### src/sv/cwa_pkg.sv
// Shared types, codes and helper functions of the chain wire allocator.
package cwa_pkg;

    localparam int ROW_W   = 64;
    localparam int CHAIN_W = 6;
    localparam int CL_IN_W = 2;
    localparam int CNT_W   = 7;
    localparam int CFG_W   = 7;
    localparam int REG_W   = 2;

    typedef enum logic [1:0] {
        CMD_INIT    = 2'd0,
        CMD_ALLOC   = 2'd1,
        CMD_RELEASE = 2'd2,
        CMD_LOOKUP  = 2'd3
    } t_cmd;

    typedef enum logic [1:0] {
        ST_OK          = 2'd0,
        ST_REFUSED     = 2'd1,
        ST_BAD_RELEASE = 2'd2
    } t_status;

    typedef enum logic [1:0] {
        POL_ONE_TO_ONE   = 2'd0,
        POL_STATIC       = 2'd1,
        POL_STATIC_STALL = 2'd2,
        POL_DYNAMIC      = 2'd3
    } t_policy;

    typedef enum logic [REG_W-1:0] {
        REG_POLICY        = 2'd0,
        REG_CHAIN_COUNT   = 2'd1,
        REG_CLUSTER_COUNT = 2'd2,
        REG_WIRES         = 2'd3
    } t_reg_idx;

    // controller to datapath
    typedef struct packed {
        logic load;
        logic init_step;
        logic update;
        logic result;
    } t_dp_ctrl;

    // datapath to controller
    typedef struct packed {
        logic init_last;
    } t_dp_stat;

    // bits at 0, stride, 2*stride, ... built with a wrapping phase counter
    function automatic logic [ROW_W-1:0] stride_mask(input int unsigned stride);
        logic [ROW_W-1:0] mask;
        int unsigned      ph;
        mask = '0;
        ph   = 0;
        for (int c = 0; c < ROW_W; c++) begin
            if (ph == 0) begin
                mask[c] = 1'b1;
            end
            ph = (ph + 1 == stride) ? 0 : ph + 1;
        end
        return mask;
    endfunction

    function automatic logic [ROW_W-1:0] low_mask(input logic [CNT_W-1:0] n);
        logic [ROW_W-1:0] mask;
        if (n >= CNT_W'(ROW_W)) begin
            mask = '1;
        end else begin
            mask = (ROW_W'(1) << n) - ROW_W'(1);
        end
        return mask;
    endfunction

endpackage

### src/sv/cwa_ifs.sv
// Handshake channels of the chain wire allocator: request, result and register write.
interface cwa_in_if
    import cwa_pkg::*;
();
    logic                 valid;
    logic                 ready;
    t_cmd                 cmd;
    logic [CL_IN_W-1:0]   cluster;
    logic [CHAIN_W-1:0]   chain;

    modport source (output valid, cmd, cluster, chain, input ready);
    modport sink   (input valid, cmd, cluster, chain, output ready);
endinterface

interface cwa_out_if
    import cwa_pkg::*;
();
    logic                 valid;
    logic                 ready;
    t_status              status;
    logic                 found;
    logic [CHAIN_W-1:0]   first_free;
    logic [CNT_W-1:0]     free_count;
    logic                 chain_mapped;

    modport source (output valid, status, found, first_free, free_count, chain_mapped,
                    input ready);
    modport sink   (input valid, status, found, first_free, free_count, chain_mapped,
                    output ready);
endinterface

interface cwa_cfg_if
    import cwa_pkg::*;
();
    logic                 valid;
    logic                 ready;
    t_reg_idx             index;
    logic [CFG_W-1:0]     data;

    modport source (output valid, index, data, input ready);
    modport sink   (input valid, index, data, output ready);
endinterface

### src/sv/chain_wire_allocator_unit.sv
// Chain wire allocator top level: sequencer, datapath and channel hookup.
// Each request passes the row update (read-modify-write of the cluster row) and the
// first-free encode state, after an init sweep of every cluster row for init; the
// encode waits for a free result register. One request is in progress at a time.
// Reset (synchronous, active low): registers take their reset values, row 0 is fully
// mapped and free, other rows clear, all in-use counts zero; no clearing pass.
module chain_wire_allocator_unit
    import cwa_pkg::*;
#(
    parameter int MAX_CHAINS   = 64,
    parameter int MAX_CLUSTERS = 4
) (
    input  logic       i_clk,
    input  logic       i_rst_n,
    cwa_in_if.sink     i_in,
    cwa_out_if.source  o_out,
    cwa_cfg_if.sink    i_cfg
);

    t_dp_ctrl w_ctrl;
    t_dp_stat w_stat;

    // register writes are taken in any cycle
    assign i_cfg.ready = 1'b1;

    cwa_ctrl u_ctrl (
        .i_clk         (i_clk),
        .i_rst_n       (i_rst_n),
        .i_in_valid    (i_in.valid),
        .i_cmd_is_init (i_in.cmd == CMD_INIT),
        .i_out_ready   (o_out.ready),
        .i_stat        (w_stat),
        .o_in_ready    (i_in.ready),
        .o_out_valid   (o_out.valid),
        .o_ctrl        (w_ctrl)
    );

    cwa_datapath #(
        .MAX_CHAINS   (MAX_CHAINS),
        .MAX_CLUSTERS (MAX_CLUSTERS)
    ) u_datapath (
        .i_clk          (i_clk),
        .i_rst_n        (i_rst_n),
        .i_ctrl         (w_ctrl),
        .o_stat         (w_stat),
        .i_cfg_we       (i_cfg.valid),
        .i_cfg_index    (i_cfg.index),
        .i_cfg_data     (i_cfg.data),
        .i_cmd          (i_in.cmd),
        .i_cluster      (i_in.cluster),
        .i_chain        (i_in.chain),
        .o_status       (o_out.status),
        .o_found        (o_out.found),
        .o_first_free   (o_out.first_free),
        .o_free_count   (o_out.free_count),
        .o_chain_mapped (o_out.chain_mapped)
    );

endmodule

### src/sv/cwa_ctrl.sv
// Sequencer of the chain wire allocator: init sweep, row update, result encode.
module cwa_ctrl
    import cwa_pkg::*;
(
    input  logic     i_clk,
    input  logic     i_rst_n,
    input  logic     i_in_valid,
    input  logic     i_cmd_is_init,
    input  logic     i_out_ready,
    input  t_dp_stat i_stat,
    output logic     o_in_ready,
    output logic     o_out_valid,
    output t_dp_ctrl o_ctrl
);

    typedef enum logic [3:0] {
        S_IDLE = 4'b0001,
        S_INIT = 4'b0010,
        S_UPD  = 4'b0100,
        S_FIND = 4'b1000
    } t_state;

    t_state r_state, n_state;
    logic   r_out_valid, n_out_valid;

    always_comb begin
        n_state    = r_state;
        o_ctrl     = '0;
        o_in_ready = 1'b0;
        case (r_state)
            S_IDLE: begin
                o_in_ready = 1'b1;
                if (i_in_valid) begin
                    o_ctrl.load = 1'b1;
                    n_state     = i_cmd_is_init ? S_INIT : S_UPD;
                end
            end
            S_INIT: begin
                o_ctrl.init_step = 1'b1;
                if (i_stat.init_last) begin
                    n_state = S_UPD;
                end
            end
            S_UPD: begin
                o_ctrl.update = 1'b1;
                n_state       = S_FIND;
            end
            S_FIND: begin
                // hold until the result register is free or being drained
                if (!r_out_valid || i_out_ready) begin
                    o_ctrl.result = 1'b1;
                    n_state       = S_IDLE;
                end
            end
            default: begin
                n_state = S_IDLE;
            end
        endcase
    end

    always_comb begin
        if (o_ctrl.result) begin
            n_out_valid = 1'b1;
        end else if (i_out_ready) begin
            n_out_valid = 1'b0;
        end else begin
            n_out_valid = r_out_valid;
        end
    end

    always_ff @(posedge i_clk) begin
        if (!i_rst_n) begin
            r_state     <= S_IDLE;
            r_out_valid <= 1'b0;
        end else begin
            r_state     <= n_state;
            r_out_valid <= n_out_valid;
        end
    end

    assign o_out_valid = r_out_valid;

endmodule

### src/sv/cwa_datapath.sv
// Register file, cluster rows and result encoder of the chain wire allocator.
module cwa_datapath
    import cwa_pkg::*;
#(
    parameter int MAX_CHAINS   = 64,
    parameter int MAX_CLUSTERS = 4
) (
    input  logic               i_clk,
    input  logic               i_rst_n,
    input  t_dp_ctrl           i_ctrl,
    output t_dp_stat           o_stat,
    input  logic               i_cfg_we,
    input  t_reg_idx           i_cfg_index,
    input  logic [CFG_W-1:0]   i_cfg_data,
    input  t_cmd               i_cmd,
    input  logic [CL_IN_W-1:0] i_cluster,
    input  logic [CHAIN_W-1:0] i_chain,
    output t_status            o_status,
    output logic               o_found,
    output logic [CHAIN_W-1:0] o_first_free,
    output logic [CNT_W-1:0]   o_free_count,
    output logic               o_chain_mapped
);

    localparam int CL_W = (MAX_CLUSTERS > 1) ? $clog2(MAX_CLUSTERS) : 1;
    localparam logic [4:0]       MAX_CL_V = 5'(MAX_CLUSTERS);
    localparam logic [CNT_W-1:0] MAX_CH_V = CNT_W'(MAX_CHAINS);

    // configuration
    t_policy          r_policy;
    logic [CNT_W-1:0] r_chain_count;
    logic [2:0]       r_cluster_count;
    logic [CNT_W-1:0] r_wires;

    // table
    logic [MAX_CHAINS-1:0] r_mapped [MAX_CLUSTERS];
    logic [MAX_CHAINS-1:0] r_free   [MAX_CLUSTERS];
    logic [CNT_W-1:0]      r_cnt    [MAX_CLUSTERS];

    // request and sweep
    t_cmd               r_cmd;
    logic [CL_IN_W-1:0] r_cl;
    logic [CHAIN_W-1:0] r_chain;
    logic [CL_W-1:0]    r_init_idx;
    t_status            r_status, n_status;

    // result
    t_status            r_o_status;
    logic               r_o_found;
    logic [CHAIN_W-1:0] r_o_first;
    logic [CNT_W-1:0]   r_o_fc;
    logic               r_o_mapped;

    logic [CNT_W-1:0] w_n;
    logic [4:0]       w_k;
    logic [4:0]       w_k_m1;
    logic [CNT_W-1:0] w_wires;
    logic [ROW_W-1:0] w_nmask;
    logic [ROW_W-1:0] w_stride [MAX_CLUSTERS];
    logic [ROW_W-1:0] w_init_row;
    logic [CL_W-1:0]  w_ri;
    logic             w_cl_ok;
    logic             w_chain_ok;
    logic [ROW_W-1:0] w_m64, w_f64, w_bit;
    logic [CNT_W-1:0] w_cnt;
    logic             w_m, w_f;
    logic [ROW_W-1:0] n_m64, n_f64;
    logic [CNT_W-1:0] n_cnt;
    logic [ROW_W-1:0] w_hit;
    logic [CNT_W-1:0] w_fc;
    logic [CHAIN_W-1:0] w_first;

    // effective counts
    assign w_n     = (r_chain_count > MAX_CH_V) ? MAX_CH_V : r_chain_count;
    assign w_k     = (r_cluster_count == 3'd0) ? 5'd1 :
                     ((5'(r_cluster_count) > MAX_CL_V) ? MAX_CL_V : 5'(r_cluster_count));
    assign w_k_m1  = w_k - 5'd1;
    assign w_wires = (r_policy == POL_ONE_TO_ONE) ? w_n : r_wires;
    assign w_nmask = low_mask(w_n);

    for (genvar g = 0; g < MAX_CLUSTERS; g++) begin : g_stride
        assign w_stride[g] = stride_mask(g + 1);
    end

    // row built for the cluster under the sweep
    always_comb begin
        w_init_row = '0;
        if (5'(r_init_idx) < w_k) begin
            case (r_policy)
                POL_ONE_TO_ONE: w_init_row = w_nmask;
                POL_DYNAMIC:    w_init_row = '0;
                default:        w_init_row = (w_stride[w_k_m1[CL_W-1:0]] << r_init_idx)
                                             & w_nmask;
            endcase
        end
    end

    assign o_stat.init_last = (r_init_idx == CL_W'(MAX_CLUSTERS - 1));

    // addressed row
    assign w_ri       = CL_W'(r_cl);
    assign w_cl_ok    = 5'(r_cl) < w_k;
    assign w_chain_ok = CNT_W'(r_chain) < w_n;
    assign w_m64      = ROW_W'(r_mapped[w_ri]);
    assign w_f64      = ROW_W'(r_free[w_ri]);
    assign w_cnt      = r_cnt[w_ri];
    assign w_bit      = ROW_W'(1) << r_chain;
    assign w_m        = w_m64[r_chain];
    assign w_f        = w_f64[r_chain];

    // read-modify-write of one row
    always_comb begin
        logic dec;
        logic alloc_ok;
        dec      = 1'b0;
        n_m64    = w_m64;
        n_f64    = w_f64;
        n_cnt    = w_cnt;
        n_status = ST_OK;
        alloc_ok = w_chain_ok && ((r_policy == POL_DYNAMIC) ? ((w_cnt < w_wires) && !w_m)
                                                             : (w_m && w_f));
        if (w_cl_ok) begin
            case (r_cmd)
                CMD_ALLOC: begin
                    if (!alloc_ok) begin
                        n_status = ST_REFUSED;
                    end else begin
                        if (r_policy == POL_DYNAMIC) begin
                            n_m64 = w_m64 | w_bit;
                        end else begin
                            n_f64 = w_f64 & ~w_bit;
                        end
                        if (w_cnt != '1) begin
                            n_cnt = w_cnt + CNT_W'(1);
                        end
                    end
                end
                CMD_RELEASE: begin
                    if (w_chain_ok) begin
                        case (r_policy)
                            POL_ONE_TO_ONE: begin
                                if (!w_f) begin
                                    n_f64 = w_f64 | w_bit;
                                    dec   = 1'b1;
                                end
                            end
                            POL_DYNAMIC: begin
                                if (w_m) begin
                                    n_m64 = w_m64 & ~w_bit;
                                    dec   = 1'b1;
                                end
                            end
                            default: begin
                                if (w_m) begin
                                    if (w_f) begin
                                        n_status = ST_BAD_RELEASE;
                                    end else begin
                                        n_f64 = w_f64 | w_bit;
                                        dec   = 1'b1;
                                    end
                                end
                            end
                        endcase
                        if (dec && (w_cnt != '0)) begin
                            n_cnt = w_cnt - CNT_W'(1);
                        end
                    end
                end
                default: begin
                end
            endcase
        end
    end

    // encode from the rewritten row
    assign w_hit = w_nmask & ((r_policy == POL_DYNAMIC) ? ~w_m64 : (w_m64 & w_f64));
    assign w_fc  = (w_cnt >= w_wires) ? '0 : (w_wires - w_cnt);

    always_comb begin
        w_first = '0;
        for (int w = ROW_W - 1; w >= 0; w--) begin
            if (w_hit[w]) begin
                w_first = CHAIN_W'(w);
            end
        end
    end

    always_ff @(posedge i_clk) begin
        if (!i_rst_n) begin
            r_policy        <= POL_ONE_TO_ONE;
            r_chain_count   <= CNT_W'(64);
            r_cluster_count <= 3'd1;
            r_wires         <= CNT_W'(16);
        end else if (i_cfg_we) begin
            case (i_cfg_index)
                REG_POLICY:        r_policy        <= t_policy'(i_cfg_data[1:0]);
                REG_CHAIN_COUNT:   r_chain_count   <= i_cfg_data;
                REG_CLUSTER_COUNT: r_cluster_count <= i_cfg_data[2:0];
                REG_WIRES:         r_wires         <= i_cfg_data;
                default: begin
                end
            endcase
        end
    end

    // reset leaves the table as an init under the reset configuration
    always_ff @(posedge i_clk) begin
        if (!i_rst_n) begin
            for (int i = 0; i < MAX_CLUSTERS; i++) begin
                r_mapped[i] <= (i == 0) ? '1 : '0;
                r_free[i]   <= (i == 0) ? '1 : '0;
                r_cnt[i]    <= '0;
            end
        end else if (i_ctrl.init_step) begin
            r_mapped[r_init_idx] <= w_init_row[MAX_CHAINS-1:0];
            r_free[r_init_idx]   <= w_init_row[MAX_CHAINS-1:0];
            r_cnt[r_init_idx]    <= '0;
        end else if (i_ctrl.update && w_cl_ok) begin
            r_mapped[w_ri] <= n_m64[MAX_CHAINS-1:0];
            r_free[w_ri]   <= n_f64[MAX_CHAINS-1:0];
            r_cnt[w_ri]    <= n_cnt;
        end
    end

    always_ff @(posedge i_clk) begin
        if (!i_rst_n) begin
            r_init_idx <= '0;
        end else if (i_ctrl.load) begin
            r_init_idx <= '0;
        end else if (i_ctrl.init_step) begin
            r_init_idx <= r_init_idx + CL_W'(1);
        end
    end

    always_ff @(posedge i_clk) begin
        if (i_ctrl.load) begin
            r_cmd   <= i_cmd;
            r_cl    <= i_cluster;
            r_chain <= i_chain;
        end
        if (i_ctrl.update) begin
            r_status <= n_status;
        end
        if (i_ctrl.result) begin
            r_o_status <= r_status;
            if (w_cl_ok) begin
                r_o_found  <= (w_fc != '0) && (w_hit != '0);
                r_o_first  <= ((w_fc != '0) && (w_hit != '0)) ? w_first : '0;
                r_o_fc     <= w_fc;
                r_o_mapped <= w_chain_ok && w_m;
            end else begin
                r_o_found  <= 1'b0;
                r_o_first  <= '0;
                r_o_fc     <= '0;
                r_o_mapped <= 1'b0;
            end
        end
    end

    assign o_status       = r_o_status;
    assign o_found        = r_o_found;
    assign o_first_free   = r_o_first;
    assign o_free_count   = r_o_fc;
    assign o_chain_mapped = r_o_mapped;

endmodule

### src/flat_wrapper.sv
// flat-port wrapper written by rule: the top's interface ports become plain ports
module chain_wire_allocator_unit_flat import cwa_pkg::*;
#(
    parameter int MAX_CHAINS   = 64,
    parameter int MAX_CLUSTERS = 4
)
  (i_clk, i_rst_n, i_in_valid, i_in_cmd, i_in_cluster, i_in_chain, i_in_ready, o_out_valid, o_out_status, o_out_found, o_out_first_free, o_out_free_count, o_out_chain_mapped, o_out_ready, i_cfg_valid, i_cfg_index, i_cfg_data, i_cfg_ready);
  cwa_in_if i_in_i ();
  cwa_out_if o_out_i ();
  cwa_cfg_if i_cfg_i ();
  input  logic i_clk;
  input  logic i_rst_n;
  input wire logic [$bits(i_in_i.valid)-1:0] i_in_valid;
  input wire logic [$bits(i_in_i.cmd)-1:0] i_in_cmd;
  input wire logic [$bits(i_in_i.cluster)-1:0] i_in_cluster;
  input wire logic [$bits(i_in_i.chain)-1:0] i_in_chain;
  output wire logic [$bits(i_in_i.ready)-1:0] i_in_ready;
  output wire logic [$bits(o_out_i.valid)-1:0] o_out_valid;
  output wire logic [$bits(o_out_i.status)-1:0] o_out_status;
  output wire logic [$bits(o_out_i.found)-1:0] o_out_found;
  output wire logic [$bits(o_out_i.first_free)-1:0] o_out_first_free;
  output wire logic [$bits(o_out_i.free_count)-1:0] o_out_free_count;
  output wire logic [$bits(o_out_i.chain_mapped)-1:0] o_out_chain_mapped;
  input wire logic [$bits(o_out_i.ready)-1:0] o_out_ready;
  input wire logic [$bits(i_cfg_i.valid)-1:0] i_cfg_valid;
  input wire logic [$bits(i_cfg_i.index)-1:0] i_cfg_index;
  input wire logic [$bits(i_cfg_i.data)-1:0] i_cfg_data;
  output wire logic [$bits(i_cfg_i.ready)-1:0] i_cfg_ready;
  assign i_in_i.valid = i_in_valid;
  assign i_in_i.cmd = i_in_cmd;
  assign i_in_i.cluster = i_in_cluster;
  assign i_in_i.chain = i_in_chain;
  assign i_in_ready = i_in_i.ready;
  assign o_out_valid = o_out_i.valid;
  assign o_out_status = o_out_i.status;
  assign o_out_found = o_out_i.found;
  assign o_out_first_free = o_out_i.first_free;
  assign o_out_free_count = o_out_i.free_count;
  assign o_out_chain_mapped = o_out_i.chain_mapped;
  assign o_out_i.ready = o_out_ready;
  assign i_cfg_i.valid = i_cfg_valid;
  assign i_cfg_i.index = i_cfg_index;
  assign i_cfg_i.data = i_cfg_data;
  assign i_cfg_ready = i_cfg_i.ready;
  chain_wire_allocator_unit #(.MAX_CHAINS(MAX_CHAINS), .MAX_CLUSTERS(MAX_CLUSTERS)) u_core (.i_clk(i_clk), .i_rst_n(i_rst_n), .i_in(i_in_i), .o_out(o_out_i), .i_cfg(i_cfg_i));
endmodule
### config.mk
export PLATFORM = sky130hd
export DESIGN_NAME = chain_wire_allocator_unit_flat
export DESIGN_NICKNAME = d
export VERILOG_FILES = /design/src/sv/cwa_pkg.sv /design/src/sv/cwa_ifs.sv /design/src/sv/chain_wire_allocator_unit.sv /design/src/sv/cwa_ctrl.sv /design/src/sv/cwa_datapath.sv /design/src/flat_wrapper.sv
export SDC_FILE = /design/constraint.sdc
export NUM_CORES = 2
export LEC_CHECK = 0
export ABC_AREA = 1
export BUFFER_PORTS_ARGS = -buffer_cell sky130_fd_sc_hd__buf_2
export CAP_MARGIN = 15
export CORE_UTILIZATION = 45
export CTS_BUF_LIST = sky130_fd_sc_hd__clkbuf_4
export CTS_CLUSTER_DIAMETER = 50
export DETAILED_ROUTE_END_ITERATION = 8
export PLACE_DENSITY_LB_ADDON = 0.15
export REMOVE_ABC_BUFFERS = 1
export SLEW_MARGIN = 20
export SYNTH_ARGS = -nofsm -noshare
export SYNTH_HDL_FRONTEND = slang
export SYNTH_SLANG_ARGS = --single-unit
export TNS_END_PERCENT = 50
### constraint.sdc
create_clock -name i_clk -period 39.3 [get_ports i_clk]
set_input_delay 1.965 -clock i_clk [delete_from_list [all_inputs] [get_ports i_clk]]
set_output_delay 1.965 -clock i_clk [all_outputs]
set_load 0.02 [all_outputs]
==> summary.md <==
| Metric | Value |
|---|---|
| CP bufs+invs | 3 |
| Starting DRT DRC Count | 4164 |
| Cell count after synthesis | 4701 |
| Unrepaired setup endpoints after global routing | no |
| # IOs | 44 |
| Placed inst area | 0.0377 mm2 |
| Slew headroom | 19.9% |
| CTS Hold Bufs | 0 |
| Htree depth | 4 |
| First-pass GRT wire length | 211 mm |
| FILL cells | 8037 |
| Status | finished, final reports clean |
| CTS sink cnt | 597 |
| Crit path DAT | 8.57 ns |
| # nets final | 4708 |
| CP most frequent cell | nand2_1 |
| Share of cells above drive strength 1 | 9.71% |
| Worst Setup Start Kind | flop |
| Most frequent cells in the layout | nand2_1, nor2_1, edfxtp_1 |
| Resized cells post-CTS | 0 |
| Crit Path Category | reg -> reg |
| Worst hold-check path type | reg -> reg |
| Switching share of power | 41.1% |
| Crit path required time | 40.25 ns |
| DR WL/cell | 24.4 um |
| Post-CTS Setup Inserts | 0 |
| PnR worst setup slack | 31.68 ns |
| Die area | 0.0831 mm2 |
| Setup WS pre-CTS | 32.05 ns |
| Slowest stage delay, CP | 0.74 ns |
| Max Slew Vio Count | 0 |
| Period utilization | 19.4% |
| Worst Path Max Fanout | 42 |
| I/O Buffers | 42 |
| Hold Violations, Final | 0 |
| Clock tree from TritonCTS | yes |
| Clock buffer count from CTS | 163 |
| Synth async-reset ratio | 0% |
| Die width | 288 um |
| Sw Pwr | 0.000847 W |
| Total detailed-routing wirelength | 143 mm |
| CP max-delay cell | nor2_4 |
| Syn avg cell area | 7.85 um2 |
| Via count | 36000 |
| Sequential Power Share | 36.0% |
| Top_reg_cell synth | edfxtp_1 |
| Lkg Pwr | 14.8 nW |
| Layout overhead on the synthesized area | 8.05% |
| DRT antenna net count | 0 |
| Total gr overflow | 0 |
| Row count | 104 |
| Sequential Area | 0.0177 mm2 |
| Vias in the first global route | 33600 |
| First-pass detailed-route iteration total | 8 |
| Hpwl dp | 89.4 mm |
| Mapped Area | 0.0369 mm2 |
| Largest net degree at the start of global routing | 129 |
| Initial antenna violation count | 4 |
| Most common cell after layout, fill and taps aside | nand2_1 |
| Area of the multi-input gates | 0.0163 mm2 |
| Achievable Freq | 0.131 GHz |
| VDD IR max | 0.0362 mV |
| Worst skew pair latency | 1.11 ns |
| Ys Warns | 0 |
| Clk root buf | clkbuf_4 |
| Register area share after synthesis | 47.8% |
| Total track usage | 34.2% |
| Power per cell area | 51.7 mW/mm2 |
| Final setup vio count | 0 |
| Design area | 0.0399 mm2 |
| Post-synth EDFFs | 569 |
| Min Clock Period, post-route | 7.62 ns |
| CTS clk-pin slew, worst paths | 0.08 ns |
| Clk_skew | 0.0843 ns |
| Combinational power share | 35.7% |
| Slew of the pin with the lowest slew margin | 1.20 ns |
| Clock network power share | 28.3% |
| Crit. End Element | flop |
| DRC | 0 |
| Vias/cell | 6.15 |
| Yosys cell types | 69 |
| Initial Util | 45.6% |
| Number of synthesized register bits | 597 |
| Setup TNS Final | 0 ns |
| Max-Cap Viols | 0 |
| Chip Height | 288 um |
| Core Area | 0.0808 mm2 |
| Cell internal pwr | 0.00121 W |
| Final Wtd Congestion | 1.01 |
| Clock Path Buffers | 3 |
| CP delay by family, top | simple AND/OR/NAND/NOR gates |
[tightest hold or removal path, cell delays in order, from the launching register on]
cell	delay [ns]
dfxtp_1	0.30
inv_1	0.07
a21oi_1	0.06
[kinds of logic (layout without fill, tap and decap cells)]
logic type,Yosys count,count (layout),share of synthesized area [%]
xor gates and xnor gates,5,5,0.119
AOI/OAI and AO/OA,1099,1099,17.7
and+or+nand+nor,2205,2205,24.9
buffers and inverters,767,844,8.42
DFF,597,597,47.8
adders and majority gates,27,27,0.936
other,1,8,0.0102
[worst paths after layout]
check,from,end,slack [ns],cells past startpoint
max,u_core.u_datapath.r_chain_count[6]$_SDFFE_PN1P_,u_core.u_datapath.o_first_free[0]$_SDFFCE_PP0P_,31.68,65
min,u_core.u_datapath.r_wires[0]$_SDFFE_PN0P_,u_core.u_datapath.r_wires[0]$_SDFFE_PN0P_,0.47,2
max reg2reg,u_core.u_datapath.r_chain_count[6]$_SDFFE_PN1P_,u_core.u_datapath.o_first_free[0]$_SDFFCE_PP0P_,31.68,65
min reg2reg,u_core.u_datapath.r_wires[0]$_SDFFE_PN0P_,u_core.u_datapath.r_wires[0]$_SDFFE_PN0P_,0.47,2
[area by class of cell]
| type | instances | share of cell area (%) |
|---|---|---|
| diodes | 7 | 0.0440 |
| clock buffers | 227 | 4.28 |
| clock inverters | 59 | 1.04 |
| inverters | 447 | 4.25 |
| multi-input cells | 3337 | 40.9 |
| flip-flops and latches | 597 | 44.3 |
| well taps | 1060 | 3.33 |
| repair buffers | 111 | 1.89 |
[sequential cells by signal, indices dropped and copies added (netlist names), 3 cells and up, named ones only]
signal	count
u_core.u_datapath.r_wires	7
u_core.u_datapath.o_free_count	7
u_core.u_datapath.r_cnt	28
u_core.u_datapath.o_first_free	6
u_core.u_datapath.r_chain	6
u_core.u_datapath.r_mapped	256
u_core.u_datapath.r_cluster_count	3
u_core.u_datapath.r_chain_count	7
u_core.u_ctrl.r_state	4
u_core.u_datapath.r_free	256
[power by group through the flow]
stage | clock [W] | combinational [W] | sequential [W]
2_1_floorplan | 0 | 0.000444 | 0.000777
3_3_place_gp | 0 | 0.000707 | 0.000755
3_5_place_dp | 0 | 0.000709 | 0.000756
4_1_cts | 0.000594 | 0.000712 | 0.000742
5_1_grt | 0.000623 | 0.000789 | 0.000745
6_report | 0.000584 | 0.000735 | 0.000742
[Yosys cell counts (4+ instances only)]
library cell / instances / area (um2)
nand4_1: 58 / 363
a32oi_1: 35 / 307
o311ai_0: 28 / 245
clkbuf_1: 215 / 807
clkinv_1: 14 / 52.6
ha_1: 26 / 325
o21ai_1: 5 / 25.0
nor4_1: 15 / 93.8
buf_2: 46 / 230
nand3_2: 6 / 60.1
nand2_2: 7 / 43.8
edfxtp_1: 569 / 17100
xor2_1: 4 / 35.0
nand3_1: 246 / 1230
a21oi_1: 145 / 726
o31ai_1: 5 / 37.5
o221ai_1: 9 / 78.8
nor2_2: 12 / 75.1
inv_2: 15 / 56.3
o22ai_1: 148 / 926
nor3b_1: 4 / 30.0
inv_1: 418 / 1570
buf_4: 19 / 143
buf_1: 26 / 97.6
nor2_1: 622 / 2330
or2_2: 13 / 81.3
nor3_1: 118 / 591
a31oi_1: 117 / 732
buf_6: 11 / 124
a221oi_1: 5 / 43.8
a32o_1: 4 / 40.0
o211ai_1: 109 / 818
dfxtp_1: 28 / 561
nand2_1: 1087 / 4080
nor2_4: 6 / 67.6
o2111ai_1: 4 / 35.0
o21ai_0: 454 / 2270
[layer usage]
| layer | global-route usage [%] | part of all wire [%] | vias up |
|---|---|---|---|
| met3 | 7.82 | 10 | 464 |
| met2 | 52.2 | 44 | 2051 |
| li1 | - | - | 16300 |
| met4 | 17.7 | 5.1 | 4 |
| met1 | 45.4 | 41 | 17100 |
| met5 | 0 | 0.019 | - |
[through the flow]
stage	power, W	std cells	util, %	hold slack (ns)
after floorplan	0.00122	4381	-	0.400
after global placement	0.00146	5552	46.7	0.454
after detailed placement	0.00146	5552	46.7	0.459
after CTS	0.00205	5838	49.3	0.467
after global routing	0.00216	5844	49.3	0.485
final	0.00206	5845	49.3	0.470
(Power assumes the default switching activity.)
